### config.mk
export PLATFORM = sky130hd
export DESIGN_NAME = sha1_stream_hash_unit
export DESIGN_NICKNAME = d
export VERILOG_FILES = /design/src/sha1h_pkg.sv /design/src/sha1h_front.sv /design/src/sha1h_fifo.sv /design/src/sha1h_core.sv /design/src/sha1_stream_hash_unit.sv
export SDC_FILE = /design/constraint.sdc
export NUM_CORES = 2
export LEC_CHECK = 0
export BUFFER_PORTS_ARGS = -buffer_cell sky130_fd_sc_hd__clkbuf_2
export CAP_MARGIN = 30
export CORE_ASPECT_RATIO = 0.8
export CORE_MARGIN = 3
export CORE_UTILIZATION = 50
export CTS_BUF_LIST = sky130_fd_sc_hd__clkbuf_2 sky130_fd_sc_hd__clkbuf_4 sky130_fd_sc_hd__clkbuf_8
export DETAILED_ROUTE_END_ITERATION = 16
export GPL_TIMING_DRIVEN = 1
export PLACE_DENSITY = 0.65
export RECOVER_POWER = 50
export SYNTH_ARGS = -nofsm -noshare
export SYNTH_HDL_FRONTEND = slang
export SYNTH_HIERARCHICAL = 1
export SYNTH_SLANG_ARGS = --single-unit
### constraint.sdc
create_clock -name clk -period 26.8 [get_ports clk]
set_input_delay 5.36 -clock clk [delete_from_list [all_inputs] [get_ports clk]]
set_output_delay 5.36 -clock clk [all_outputs]
set_load 0.1 [all_outputs]
### src/sha1h_pkg.sv
// Shared types, constants and round helpers for the SHA-1 stream hash unit.
`default_nettype none

package sha1h_pkg;

  localparam logic [31:0] IV_H0 = 32'h6745_2301;
  localparam logic [31:0] IV_H1 = 32'hefcd_ab89;
  localparam logic [31:0] IV_H2 = 32'h98ba_dcfe;
  localparam logic [31:0] IV_H3 = 32'h1032_5476;
  localparam logic [31:0] IV_H4 = 32'hc3d2_e1f0;

  localparam logic [31:0] K_R0 = 32'h5a82_7999;
  localparam logic [31:0] K_R1 = 32'h6ed9_eba1;
  localparam logic [31:0] K_R2 = 32'h8f1b_bcdc;
  localparam logic [31:0] K_R3 = 32'hca62_c1d6;

  localparam logic [7:0] PAD_BYTE = 8'h80;

  // Word slot of the block where the 64-bit length starts.
  localparam logic [3:0] LEN_WORD = 4'd14;

  localparam int QDEPTH = 16;
  localparam int QAW    = $clog2(QDEPTH);

  localparam logic [6:0] LAST_ROUND = 7'd79;

  // One message word on its way from the front to the compression core.
  typedef struct packed {
    logic [31:0] word;
    logic        msg_end;
  } q_word_t;

  function automatic logic [31:0] round_k(input logic [6:0] t);
    logic [31:0] k;
    if (t inside {[7'd0:7'd19]}) k = K_R0;
    else if (t inside {[7'd20:7'd39]}) k = K_R1;
    else if (t inside {[7'd40:7'd59]}) k = K_R2;
    else k = K_R3;
    return k;
  endfunction

  function automatic logic [31:0] round_f(input logic [6:0] t, input logic [31:0] b,
                                          input logic [31:0] c, input logic [31:0] d);
    logic [31:0] f;
    if (t inside {[7'd0:7'd19]}) f = (b & c) | (~b & d);
    else if (t inside {[7'd40:7'd59]}) f = (b & c) | (b & d) | (c & d);
    else f = b ^ c ^ d;
    return f;
  endfunction

endpackage

`default_nettype wire

### src/sha1h_front.sv
// Front end: packs message bytes into words, appends padding and length.
`default_nettype none

module sha1h_front
  import sha1h_pkg::*;
(
  input  wire logic       clk,
  input  wire logic       rst_n,
  input  wire logic       in_valid,
  output logic            in_ready,
  input  wire logic [7:0] in_data_byte,
  input  wire logic       in_has_byte,
  input  wire logic       in_is_last,
  output logic            push,
  output q_word_t         push_data,
  input  wire logic       q_full
);

  localparam logic [2:0] F_IDLE  = 3'd0;
  localparam logic [2:0] F_PAD   = 3'd1;
  localparam logic [2:0] F_ZERO  = 3'd2;
  localparam logic [2:0] F_LENHI = 3'd3;
  localparam logic [2:0] F_LENLO = 3'd4;

  logic [2:0]  st_r, st_nxt;
  logic [23:0] acc_r, acc_nxt;
  logic [1:0]  nb_r, nb_nxt;
  logic [3:0]  wcnt_r, wcnt_nxt;
  logic [63:0] len_r, len_nxt;
  logic [3:0]  wcnt_inc;
  logic [31:0] pad_word;

  assign wcnt_inc = 4'(wcnt_r + 4'd1);
  assign in_ready = (st_r == F_IDLE) && !q_full;

  always_comb begin
    case (nb_r)
      2'd0:    pad_word = {PAD_BYTE, 24'h0};
      2'd1:    pad_word = {acc_r[7:0], PAD_BYTE, 16'h0};
      2'd2:    pad_word = {acc_r[15:0], PAD_BYTE, 8'h0};
      default: pad_word = {acc_r[23:0], PAD_BYTE};
    endcase
  end

  always_comb begin
    st_nxt    = st_r;
    acc_nxt   = acc_r;
    nb_nxt    = nb_r;
    wcnt_nxt  = wcnt_r;
    len_nxt   = len_r;
    push      = 1'b0;
    push_data = '0;
    case (st_r)
      F_IDLE: begin
        if (in_valid && in_ready) begin
          if (in_has_byte) begin
            len_nxt = len_r + 64'd8;
            if (nb_r == 2'd3) begin
              push           = 1'b1;
              push_data.word = {acc_r, in_data_byte};
              wcnt_nxt       = wcnt_inc;
              nb_nxt         = 2'd0;
            end else begin
              acc_nxt = {acc_r[15:0], in_data_byte};
              nb_nxt  = 2'(nb_r + 2'd1);
            end
          end
          if (in_is_last) st_nxt = F_PAD;
        end
      end
      F_PAD: begin
        if (!q_full) begin
          push           = 1'b1;
          push_data.word = pad_word;
          wcnt_nxt       = wcnt_inc;
          st_nxt         = (wcnt_inc == LEN_WORD) ? F_LENHI : F_ZERO;
        end
      end
      F_ZERO: begin
        if (!q_full) begin
          push     = 1'b1;
          wcnt_nxt = wcnt_inc;
          if (wcnt_inc == LEN_WORD) st_nxt = F_LENHI;
        end
      end
      F_LENHI: begin
        if (!q_full) begin
          push           = 1'b1;
          push_data.word = len_r[63:32];
          wcnt_nxt       = wcnt_inc;
          st_nxt         = F_LENLO;
        end
      end
      F_LENLO: begin
        if (!q_full) begin
          push              = 1'b1;
          push_data.word    = len_r[31:0];
          push_data.msg_end = 1'b1;
          wcnt_nxt          = 4'd0;
          nb_nxt            = 2'd0;
          len_nxt           = 64'd0;
          st_nxt            = F_IDLE;
        end
      end
      default: st_nxt = F_IDLE;
    endcase
  end

  always_ff @(posedge clk) begin
    if (!rst_n) begin
      st_r   <= F_IDLE;
      nb_r   <= 2'd0;
      wcnt_r <= 4'd0;
      len_r  <= 64'd0;
    end else begin
      st_r   <= st_nxt;
      nb_r   <= nb_nxt;
      wcnt_r <= wcnt_nxt;
      len_r  <= len_nxt;
    end
    acc_r <= acc_nxt;
  end

endmodule

`default_nettype wire

### src/sha1h_fifo.sv
// Word queue between the front end and the compression core.
`default_nettype none

module sha1h_fifo
  import sha1h_pkg::*;
(
  input  wire logic    clk,
  input  wire logic    rst_n,
  input  wire logic    push,
  input  wire q_word_t push_data,
  output logic         full,
  output logic         q_valid,
  output q_word_t      q_data,
  input  wire logic    pop
);

  q_word_t        mem_r [QDEPTH];
  logic [QAW-1:0] wp_r, rp_r;
  logic [QAW:0]   cnt_r, cnt_nxt;
  logic           do_push, do_pop;

  assign full    = (cnt_r == (QAW+1)'(QDEPTH));
  assign q_valid = (cnt_r != '0);
  assign q_data  = mem_r[rp_r];
  assign do_push = push && !full;
  assign do_pop  = pop && q_valid;

  always_comb begin
    cnt_nxt = cnt_r;
    if (do_push && !do_pop) cnt_nxt = (QAW+1)'(cnt_r + 1'b1);
    else if (do_pop && !do_push) cnt_nxt = (QAW+1)'(cnt_r - 1'b1);
  end

  always_ff @(posedge clk) begin
    if (!rst_n) begin
      wp_r  <= '0;
      rp_r  <= '0;
      cnt_r <= '0;
    end else begin
      if (do_push) wp_r <= QAW'(wp_r + 1'b1);
      if (do_pop) rp_r <= QAW'(rp_r + 1'b1);
      cnt_r <= cnt_nxt;
    end
    if (do_push) mem_r[wp_r] <= push_data;
  end

  a_cnt_bound: assert property (@(posedge clk) disable iff (!rst_n)
    cnt_r <= (QAW+1)'(QDEPTH))
    else $error("queue count beyond depth");

  a_cnt_up: assert property (@(posedge clk) disable iff (!rst_n)
    (do_push && !do_pop) |=> cnt_r == (QAW+1)'($past(cnt_r) + 1'b1))
    else $error("queue count did not advance on push");

  a_ptr_gap: assert property (@(posedge clk) disable iff (!rst_n)
    (cnt_r != '0 && cnt_r != (QAW+1)'(QDEPTH)) |-> wp_r != rp_r)
    else $error("queue pointers inconsistent with count");

endmodule

`default_nettype wire

### src/sha1h_core.sv
// Compression core: loads a block, runs 80 rounds, chains and emits digest.
`default_nettype none

module sha1h_core
  import sha1h_pkg::*;
(
  input  wire logic    clk,
  input  wire logic    rst_n,
  input  wire logic    q_valid,
  input  wire q_word_t q_data,
  output logic         pop,
  output logic         out_valid,
  input  wire logic    out_ready,
  output logic [31:0]  out_digest_word,
  output logic [2:0]   out_word_index,
  output logic         out_last_word
);

  localparam logic [1:0] S_LOAD  = 2'd0;
  localparam logic [1:0] S_ROUND = 2'd1;
  localparam logic [1:0] S_ADD   = 2'd2;
  localparam logic [1:0] S_EMIT  = 2'd3;

  logic [1:0]  st_r;
  logic [3:0]  ld_r;
  logic [6:0]  rnd_r;
  logic [2:0]  ek_r;
  logic        fin_r;
  logic [31:0] h_r [5];
  logic [31:0] w_r [16];
  logic [31:0] a_r, b_r, c_r, d_r, e_r;
  logic        ov_r;
  logic [31:0] od_r;
  logic [2:0]  oi_r;
  logic        ol_r;

  logic [31:0] w_new, w_mix, t_sum;
  logic        out_load;

  assign pop      = (st_r == S_LOAD) && q_valid;
  assign out_load = (st_r == S_EMIT) && (!ov_r || out_ready);

  assign w_mix = w_r[13] ^ w_r[8] ^ w_r[2] ^ w_r[0];
  assign w_new = {w_mix[30:0], w_mix[31]};
  assign t_sum = {a_r[26:0], a_r[31:27]} + round_f(rnd_r, b_r, c_r, d_r) + e_r
               + round_k(rnd_r) + w_r[0];

  always_ff @(posedge clk) begin
    if (!rst_n) begin
      st_r   <= S_LOAD;
      ld_r   <= 4'd0;
      rnd_r  <= 7'd0;
      ek_r   <= 3'd0;
      fin_r  <= 1'b0;
      ov_r   <= 1'b0;
      h_r[0] <= IV_H0;
      h_r[1] <= IV_H1;
      h_r[2] <= IV_H2;
      h_r[3] <= IV_H3;
      h_r[4] <= IV_H4;
    end else begin
      if (out_load) ov_r <= 1'b1;
      else if (out_ready) ov_r <= 1'b0;
      case (st_r)
        S_LOAD: begin
          if (pop) begin
            if (q_data.msg_end) fin_r <= 1'b1;
            ld_r <= 4'(ld_r + 4'd1);
            if (ld_r == 4'd15) begin
              st_r  <= S_ROUND;
              rnd_r <= 7'd0;
            end
          end
        end
        S_ROUND: begin
          if (rnd_r == LAST_ROUND) st_r <= S_ADD;
          else rnd_r <= 7'(rnd_r + 7'd1);
        end
        S_ADD: begin
          h_r[0] <= h_r[0] + a_r;
          h_r[1] <= h_r[1] + b_r;
          h_r[2] <= h_r[2] + c_r;
          h_r[3] <= h_r[3] + d_r;
          h_r[4] <= h_r[4] + e_r;
          ek_r   <= 3'd0;
          st_r   <= fin_r ? S_EMIT : S_LOAD;
        end
        S_EMIT: begin
          if (out_load) begin
            ek_r <= 3'(ek_r + 3'd1);
            if (ek_r == 3'd4) begin
              // digest is out: rewind the chain for the next message
              fin_r  <= 1'b0;
              st_r   <= S_LOAD;
              h_r[0] <= IV_H0;
              h_r[1] <= IV_H1;
              h_r[2] <= IV_H2;
              h_r[3] <= IV_H3;
              h_r[4] <= IV_H4;
            end
          end
        end
        default: st_r <= S_LOAD;
      endcase
    end
  end

  // Schedule shift line, round variables and output payload.
  always_ff @(posedge clk) begin
    if (pop || st_r == S_ROUND) begin
      for (int i = 0; i < 15; i++) w_r[i] <= w_r[i+1];
      w_r[15] <= pop ? q_data.word : w_new;
    end
    if (pop && ld_r == 4'd15) begin
      a_r <= h_r[0];
      b_r <= h_r[1];
      c_r <= h_r[2];
      d_r <= h_r[3];
      e_r <= h_r[4];
    end else if (st_r == S_ROUND) begin
      a_r <= t_sum;
      b_r <= a_r;
      c_r <= {b_r[1:0], b_r[31:2]};
      d_r <= c_r;
      e_r <= d_r;
    end
    if (out_load) begin
      od_r <= h_r[ek_r];
      oi_r <= ek_r;
      ol_r <= (ek_r == 3'd4);
    end
  end

  assign out_valid       = ov_r;
  assign out_digest_word = od_r;
  assign out_word_index  = oi_r;
  assign out_last_word   = ol_r;

  a_rnd_bound: assert property (@(posedge clk) disable iff (!rst_n)
    rnd_r <= LAST_ROUND)
    else $error("round counter overran");

  a_emit_bound: assert property (@(posedge clk) disable iff (!rst_n)
    (st_r == S_EMIT) |-> ek_r <= 3'd4)
    else $error("digest word index overran");

  a_last_back: assert property (@(posedge clk) disable iff (!rst_n)
    (out_load && ek_r == 3'd4) |=> (st_r == S_LOAD && !fin_r && ov_r && ol_r))
    else $error("last digest word did not return core to load");

  a_no_pop_busy: assert property (@(posedge clk) disable iff (!rst_n)
    (st_r != S_LOAD) |-> !pop)
    else $error("queue popped outside block load");

endmodule

`default_nettype wire

### src/sha1_stream_hash_unit.sv
// Top level of the byte-stream SHA-1 hash unit.
`default_nettype none

// SHA-1 over a byte stream. Each input transaction carries at most one
// message byte (in_has_byte) and may close the message (in_is_last); the
// byte of a closing transaction is hashed before the message is padded.
// A closing transaction yields five output transactions, H0 first, with
// out_last_word set on H4; the unit then starts over from the initial
// vector. The front end takes one byte per cycle while it is idle and the
// queue is not full, and packs bytes into 32-bit words that wait in a
// 16-word queue, so a whole next block can be filled while the core
// compresses. The core pulls the 16 words of a 64-byte block from the
// queue, runs the 80 rounds and then adds the result into the chain.
// Closing a message pushes the pad word, any zero words and the two
// length words (over a second block when the length does not fit), then
// the final block(s) are compressed and the digest words go out as the
// output side takes them. Digest words wait in an output register, and
// once H4 is held there the core loads again while the consumer stalls.
module sha1_stream_hash_unit
  import sha1h_pkg::*;
(
  input  wire logic        clk,
  input  wire logic        rst_n,
  input  wire logic        in_valid,
  output logic             in_ready,
  input  wire logic [7:0]  in_data_byte,
  input  wire logic        in_has_byte,
  input  wire logic        in_is_last,
  output logic             out_valid,
  input  wire logic        out_ready,
  output logic [31:0]      out_digest_word,
  output logic [2:0]       out_word_index,
  output logic             out_last_word
);

  logic    push;
  q_word_t push_data;
  logic    q_full;
  logic    q_valid;
  q_word_t q_data;
  logic    pop;

  // Front: classify bytes, build words, append padding and bit length.
  sha1h_front u_front (
    .clk          (clk),
    .rst_n        (rst_n),
    .in_valid     (in_valid),
    .in_ready     (in_ready),
    .in_data_byte (in_data_byte),
    .in_has_byte  (in_has_byte),
    .in_is_last   (in_is_last),
    .push         (push),
    .push_data    (push_data),
    .q_full       (q_full)
  );

  // Queue: hold up to one block of words between front and core.
  sha1h_fifo u_fifo (
    .clk       (clk),
    .rst_n     (rst_n),
    .push      (push),
    .push_data (push_data),
    .full      (q_full),
    .q_valid   (q_valid),
    .q_data    (q_data),
    .pop       (pop)
  );

  // Back: compress each block and emit the digest.
  sha1h_core u_core (
    .clk             (clk),
    .rst_n           (rst_n),
    .q_valid         (q_valid),
    .q_data          (q_data),
    .pop             (pop),
    .out_valid       (out_valid),
    .out_ready       (out_ready),
    .out_digest_word (out_digest_word),
    .out_word_index  (out_word_index),
    .out_last_word   (out_last_word)
  );

endmodule

`default_nettype wire

---- Word-level counts from Yosys, hierarchy flattened ----
Memories as Yosys holds them, arrays and structs flattened. A register that Yosys moved wholly into a read port is not among the register bits.
Index checks and enable logic that the tools add are counted.
word-level totals
  register bits ........................... 292
  memory bits (writable) .................. 1200
  input bits .............................. 14
  output and inout bits ................... 38
  logic and storage cells ................. 247
  memories kept ........................... 3
memories
  memory        words  bits a word  rd ports  clocked after Yosys merged registers in  write ports  line              RTL
  u_fifo.mem_r  16     33           1         1                                        1            sha1h_fifo.sv:17  q_word_t mem_r [QDEPTH];
  u_core.w_r    16     32           16        0                                        16           sha1h_core.sv:30  logic [31:0] w_r [16];
  u_core.h_r    5      32           6         1                                        5            sha1h_core.sv:29  logic [31:0] h_r [5];
operators by class
  $add $sub $neg .......................... 19
  $lt $le $gt $ge ......................... 6
  equality and inequality tests ........... 32
  multiplexer cells ....................... 101
  bitwise gates (word level) .............. 24
  reduce and logical (&&, ||, !) cells .... 41
operators with widths
  operator                                                                           count
  32-bit 2-to-1 mux                                                                  30
  32-bit adder                                                                       9
  64-bit 2-to-1 mux                                                                  3
  32-bit bitwise XOR                                                                 5
  32-bit bitwise AND                                                                 4
  32-bit case mux with 4 select lines                                                1
  64-bit case mux with 2 select lines                                                1
  32-bit OR                                                                          3
  32-bit case mux with 3 select lines                                                1
  64-bit by 4-bit adder with 64-bit output (second input constant)                   1
  33-bit 2-to-1 mux                                                                  1
  32-bit inverter                                                                    1
  31-bit 2-to-1 mux                                                                  1
  4-bit 2-to-1 mux                                                                   7
  2-bit inequality test (second input constant)                                      13
  1-bit 2-to-1 mux                                                                   25
  3-bit 2-to-1 mux                                                                   8
  7-bit 2-to-1 mux                                                                   3
  2-bit 2-to-1 mux                                                                   10
  4-bit by 1-bit adder with 4-bit output (second input constant)                     4
  3-bit case mux with 5 select lines                                                 1
  7-bit by 6-bit less-or-equal comparator with 1-bit output (second input constant)  2
  7-bit case mux with 2 select lines                                                 1
  2-bit nonzero test                                                                 7
  40 further kinds                                                                   81

---- Logic depth before layout (Yosys ltp) ----
  depth in word-level cells ............... 11
  depth in mapped cells ................... 25
  gate-level depth less buffers ........... 24

---- By module ----
Netlist, hierarchy kept.
by module, submodules not included
  module       instances  cells an instance  area each (um^2)
  sha1h_core   1          3459               44383.8
  sha1h_fifo   1          917                20723.6
  sha1h_front  1          580                5103.6

---- Least setup slack after synthesis ----
OpenSTA, ideal clock, no wires.
  path type ............................... reg2reg
  from .................................... register u_fifo.cnt_r[4]
  to ...................................... memory u_core.w_r[0][0], enable pin
  arrival time ............................ 21.950 ns
  setup slack ............................. 3.453 ns
  cell stages (with the launch flop) ...... 5
  cells stage by stage .................... dfxtp_1 -> clkbuf_1 -> nand2b_1 -> nor2_1 -> nor2_1
RTL lines
  element                 line              RTL
  start, declared         sha1h_fifo.sv:19  logic [QAW:0] cnt_r, cnt_nxt;
  start signal, assigned  sha1h_fifo.sv:42  cnt_r <= cnt_nxt;
  end, declared           sha1h_core.sv:30

---- Worst setup path in the final report ----
  from .................................... register u_fifo.cnt_r[0]
  to ...................................... register u_core.rnd_r[6]
between the ends
  word-level cells in the longest chain between the ends .. 4
ends and longest elaborated chain
  element                                                            line                         RTL
  5-bit nonzero test                                                 sha1h_fifo.sv:23             assign q_valid = (cnt_r != '0);
  via q_valid                                                        sha1_stream_hash_unit.sv:39  logic q_valid;
  1-bit logical AND                                                  sha1h_core.sv:40             assign pop = (st_r == S_LOAD) && q_valid;
  via pop                                                            sha1_stream_hash_unit.sv:41  logic pop;
  2-bit by 1-bit inequality test with 1-bit output (no source line)  --
  4-bit AND reduction (no source line)                               --
  end signal, assigned                                               sha1h_core.sv:77             else rnd_r <= 7'(rnd_r + 7'd1);
  end, declared                                                      sha1h_core.sv:26             logic [6:0] rnd_r;
The timed path passes the listed nets, and every way through them passes these cells.
A chain may end at the register's enable or synchronous reset.

==> results.py <==
metrics = {
    "detailed_routing": {
        "route.vias.total": 41910,
        "dr.pass1.iters": 7,
        "first_iter_violations": 4867,
        "ant_nets": 0,
        "wl_per_cell_um": 23.54,
        "drt-total-wl_um": 168900,
        "drc_errors": 0,
        "routed_via_density": 5.842,
    },
    "clocking": {
        "cts_hold_buf": 0,
        "clock-sinks": 1525,
        "cts_setup_buffers": 0,
        "cts-root-buf": "clkbuf_8",
        "clk_path_buf_depth": 3,
        "cts.clk_slew.worst_paths_ns": 0.06,
        "clk_latency_ns": 0.97,
        "cts_buffers": 229,
        "cts_tree": "yes",
        "post_cts_resized": 0,
        "cts_htree_levels": 4,
    },
    "global_route": {
        "grt_usage_pct": 23.37,
        "use_met1_pct": 37.18,
        "antenna_found_initial": 2,
        "grt_max_degree": 198,
        "gr-usage-met3_pct": 5.290,
        "met2_usage_pct": 32.22,
        "first_global_vias": 40670,
        "grt.busiest_layer": "met1",
        "grt_first_pass_wirelength_um": 255900,
        "overflow": 0,
    },
    "worst_setup_path": {
        "required_ns": 27.66,
        "cp_max_fo": 197,
        "cpPeakStageDelay_ns": 6.41,
        "startpoint_type": "register",
        "crit_path_end_kind": "register",
        "critical_path_class": "reg2reg",
        "crit_slowest_cell": "clkbuf_1",
        "crit_arrival_ns": 14.39,
        "path_cells": "nor4_1 -> nand2b_1 -> nor3b_1 -> clkbuf_1 -> nand2_1 -> nor2_4 -> clkbuf_1 -> a31oi_1 -> nand2b_1 -> or3_1 -> a21oi_1",
    },
    "synth": {
        "synth_edf_count": 1420,
        "syn-num-nets": 5311,
        "avgSynthCellArea_um2": 14.17,
        "ys_seq_area_share_pct": 63.73,
        "syn-cell-area_um2": 70210,
        "syn_inst": 4956,
        "synth_cell_type_count": 99,
        "synth-main-ff-cell": "edfxtp_1",
        "ys_async_sr_fraction_pct": 0,
        "yosysWarnings": 6,
        "ys_ff_latch": 1525,
    },
    "floorplanning": {
        "dieArea_um2": 145000,
        "core_um2": 138900,
        "die_h_um": 341.2,
        "rows": 122,
        "start_util_pct": 50.54,
        "ios": 52,
        "die_x_um": 425.0,
    },
    "finish": {
        "final_core_util_pct": 55.85,
        "drive_gt1_share_pct": 13.67,
        "nFillCells": 11350,
        "mostFrequentLayoutCells": "edfxtp_1, nand2_1, nor2_1",
        "stdcell_count": 7174,
        "layout_commonest_cell": "edfxtp_1",
        "areaGrowthSynthToFinish_pct": 10.49,
        "layout.nets": 5478,
    },
    "worst_hold_path": {
        "hold_class": "reg2reg",
    },
    "place": {
        "routabilityCongestion": 0.8989,
        "dp.cells": 6747,
        "place_hpwl_um": 112000,
        "port-buffer-count": 51,
    },
    "sta": {
        "worst_slew_pin_slew_ns": 9.630,
        "rsz0062_at_grt": "false",
        "max_freq_ghz": 0.07391,
        "drv_slew": 1410,
        "setup_tns_ns": 0,
        "finalHoldViolCount": 0,
        "finalCriticalPeriod_ns": 13.53,
        "slew_headroom_pct": -542.0,
        "holdWs_ns": 0.3906,
        "clock-skew-final_ns": 0.05241,
        "finalCritPeriodShare_pct": 50.48,
        "setup_viol": 0,
    },
    "pwr": {
        "powerDensity_nw_per_um2": 99.72,
        "power_mw": 7.736,
        "vdd_drop_max_mv": 0.1184,
        "p_leak_nw": 27.98,
    },
    "job": {
        "max_cap_violations": 20,
    },
    "status": {
        "violations": "capacitance limit, slew limit",
        "outcome": "complete, but fails checks",
    },
}
sequential cells by signal, indices dropped and copies added (netlist names), 7 cells and up, named ones only:
register / flops
u_core/a_r: 32
u_core/b_r: 32
u_core/c_r: 32
u_core/d_r: 32
u_core/e_r: 32
u_core/h_r: 160
u_core/out_digest_word: 32
u_core/rnd_r: 7
u_core/w_r: 512
u_fifo/mem_r: 528
u_front/acc_r: 24
u_front/len_r: 61
critical path, delay by kind of cell, from the launching register on:
| kind | cells | cell delay, ns |
|---|---|---|
| buffers and inverters | 2 | 8.66 |
| DFF | 1 | 0.45 |
| AOI/OAI and AO/OA | 2 | 1.02 |
| and+or+nand+nor | 7 | 3.26 |
cells in the mapped netlist (91+ instances only):
master    number  share of area (%)
clkbuf_1     117               0.63
edfxtp_1    1420                 61
dfxtp_1      105                3.0
o21ai_0      209                1.5
nor2_1       270                1.4
nand2_1      606                3.2
inv_1        249                1.3
a21o_1        91               0.97
mux4_2       164                5.3
ha_1         215                3.8
xnor2_1      194                2.4
a21oi_1      180                1.3
fa_1         126                3.6
layer usage:
metal  vias to the layer above  share of wire (%)
li1                      18980                  -
met1                     20890                 46
met2                      1776                 42
met3                       266                9.4
met4                         0                2.2
met5                         -                  0
layout make-up:
class                   count  area [um2]  share of cell area (%)
well taps                1860        2327                   3.000
multi-input cells        3002       23860                   30.75
inverters                 252       950.9                   1.226
clock buffers             315        3854                   4.968
diodes                      2       5.005                0.006451
flip-flops and latches   1525       44750                   57.69
repair buffers            113       885.9                   1.142
clock inverters           105       944.7                   1.218
logic make-up (layout without fill, tap and decap cells):
family          count (synthesis)  count (layout)  share of synthesized area, %
flops                        1525            1525                         63.73
buf+inv                       429             785                         2.484
xor+xnor                      284             284                         3.543
fa+ha+maj                     341             341                         7.424
simple gates                 1295            1295                         8.525
mux                           239             239                         6.387
other cells                     0               2                             0
compound gates                843             843                         7.911
path summary, 6_finish.rpt:
check | startpoint | endpoint | slack, ns | cells after the start
min reg2reg | u_core/w_r[0][121]$_DFFE_PP_ | u_core/w_r[0][89]$_DFFE_PP_ | 0.39 | 0
max | u_fifo/cnt_r[0]$_SDFFE_PN0P_ | u_core/rnd_r[6]$_SDFFE_PN0P_ | 13.27 | 11
max reg2reg | u_fifo/cnt_r[0]$_SDFFE_PN0P_ | u_core/rnd_r[6]$_SDFFE_PN0P_ | 13.27 | 11
min | u_core/w_r[0][121]$_DFFE_PP_ | u_core/w_r[0][89]$_DFFE_PP_ | 0.39 | 0
per-stage QoR:
stage | setup slack, ns | instance area [um2]
after detailed placement | 18.31 | 72850
final | 13.27 | 77580
after floorplan | 3.453 | 70210
after global routing | 11.81 | 77580
after CTS | 18.44 | 77650
after global placement | 18.33 | 72520
report_power, final:
| group | internal, mW | switching, mW | total [mW] |
|---|---|---|---|
| Clock | 1.06 | 0.930 | 1.99 |
| Combinational | 0.768 | 1.20 | 1.97 |
| Sequential | 3.52 | 0.261 | 3.78 |
(Power assumes the default switching activity.)
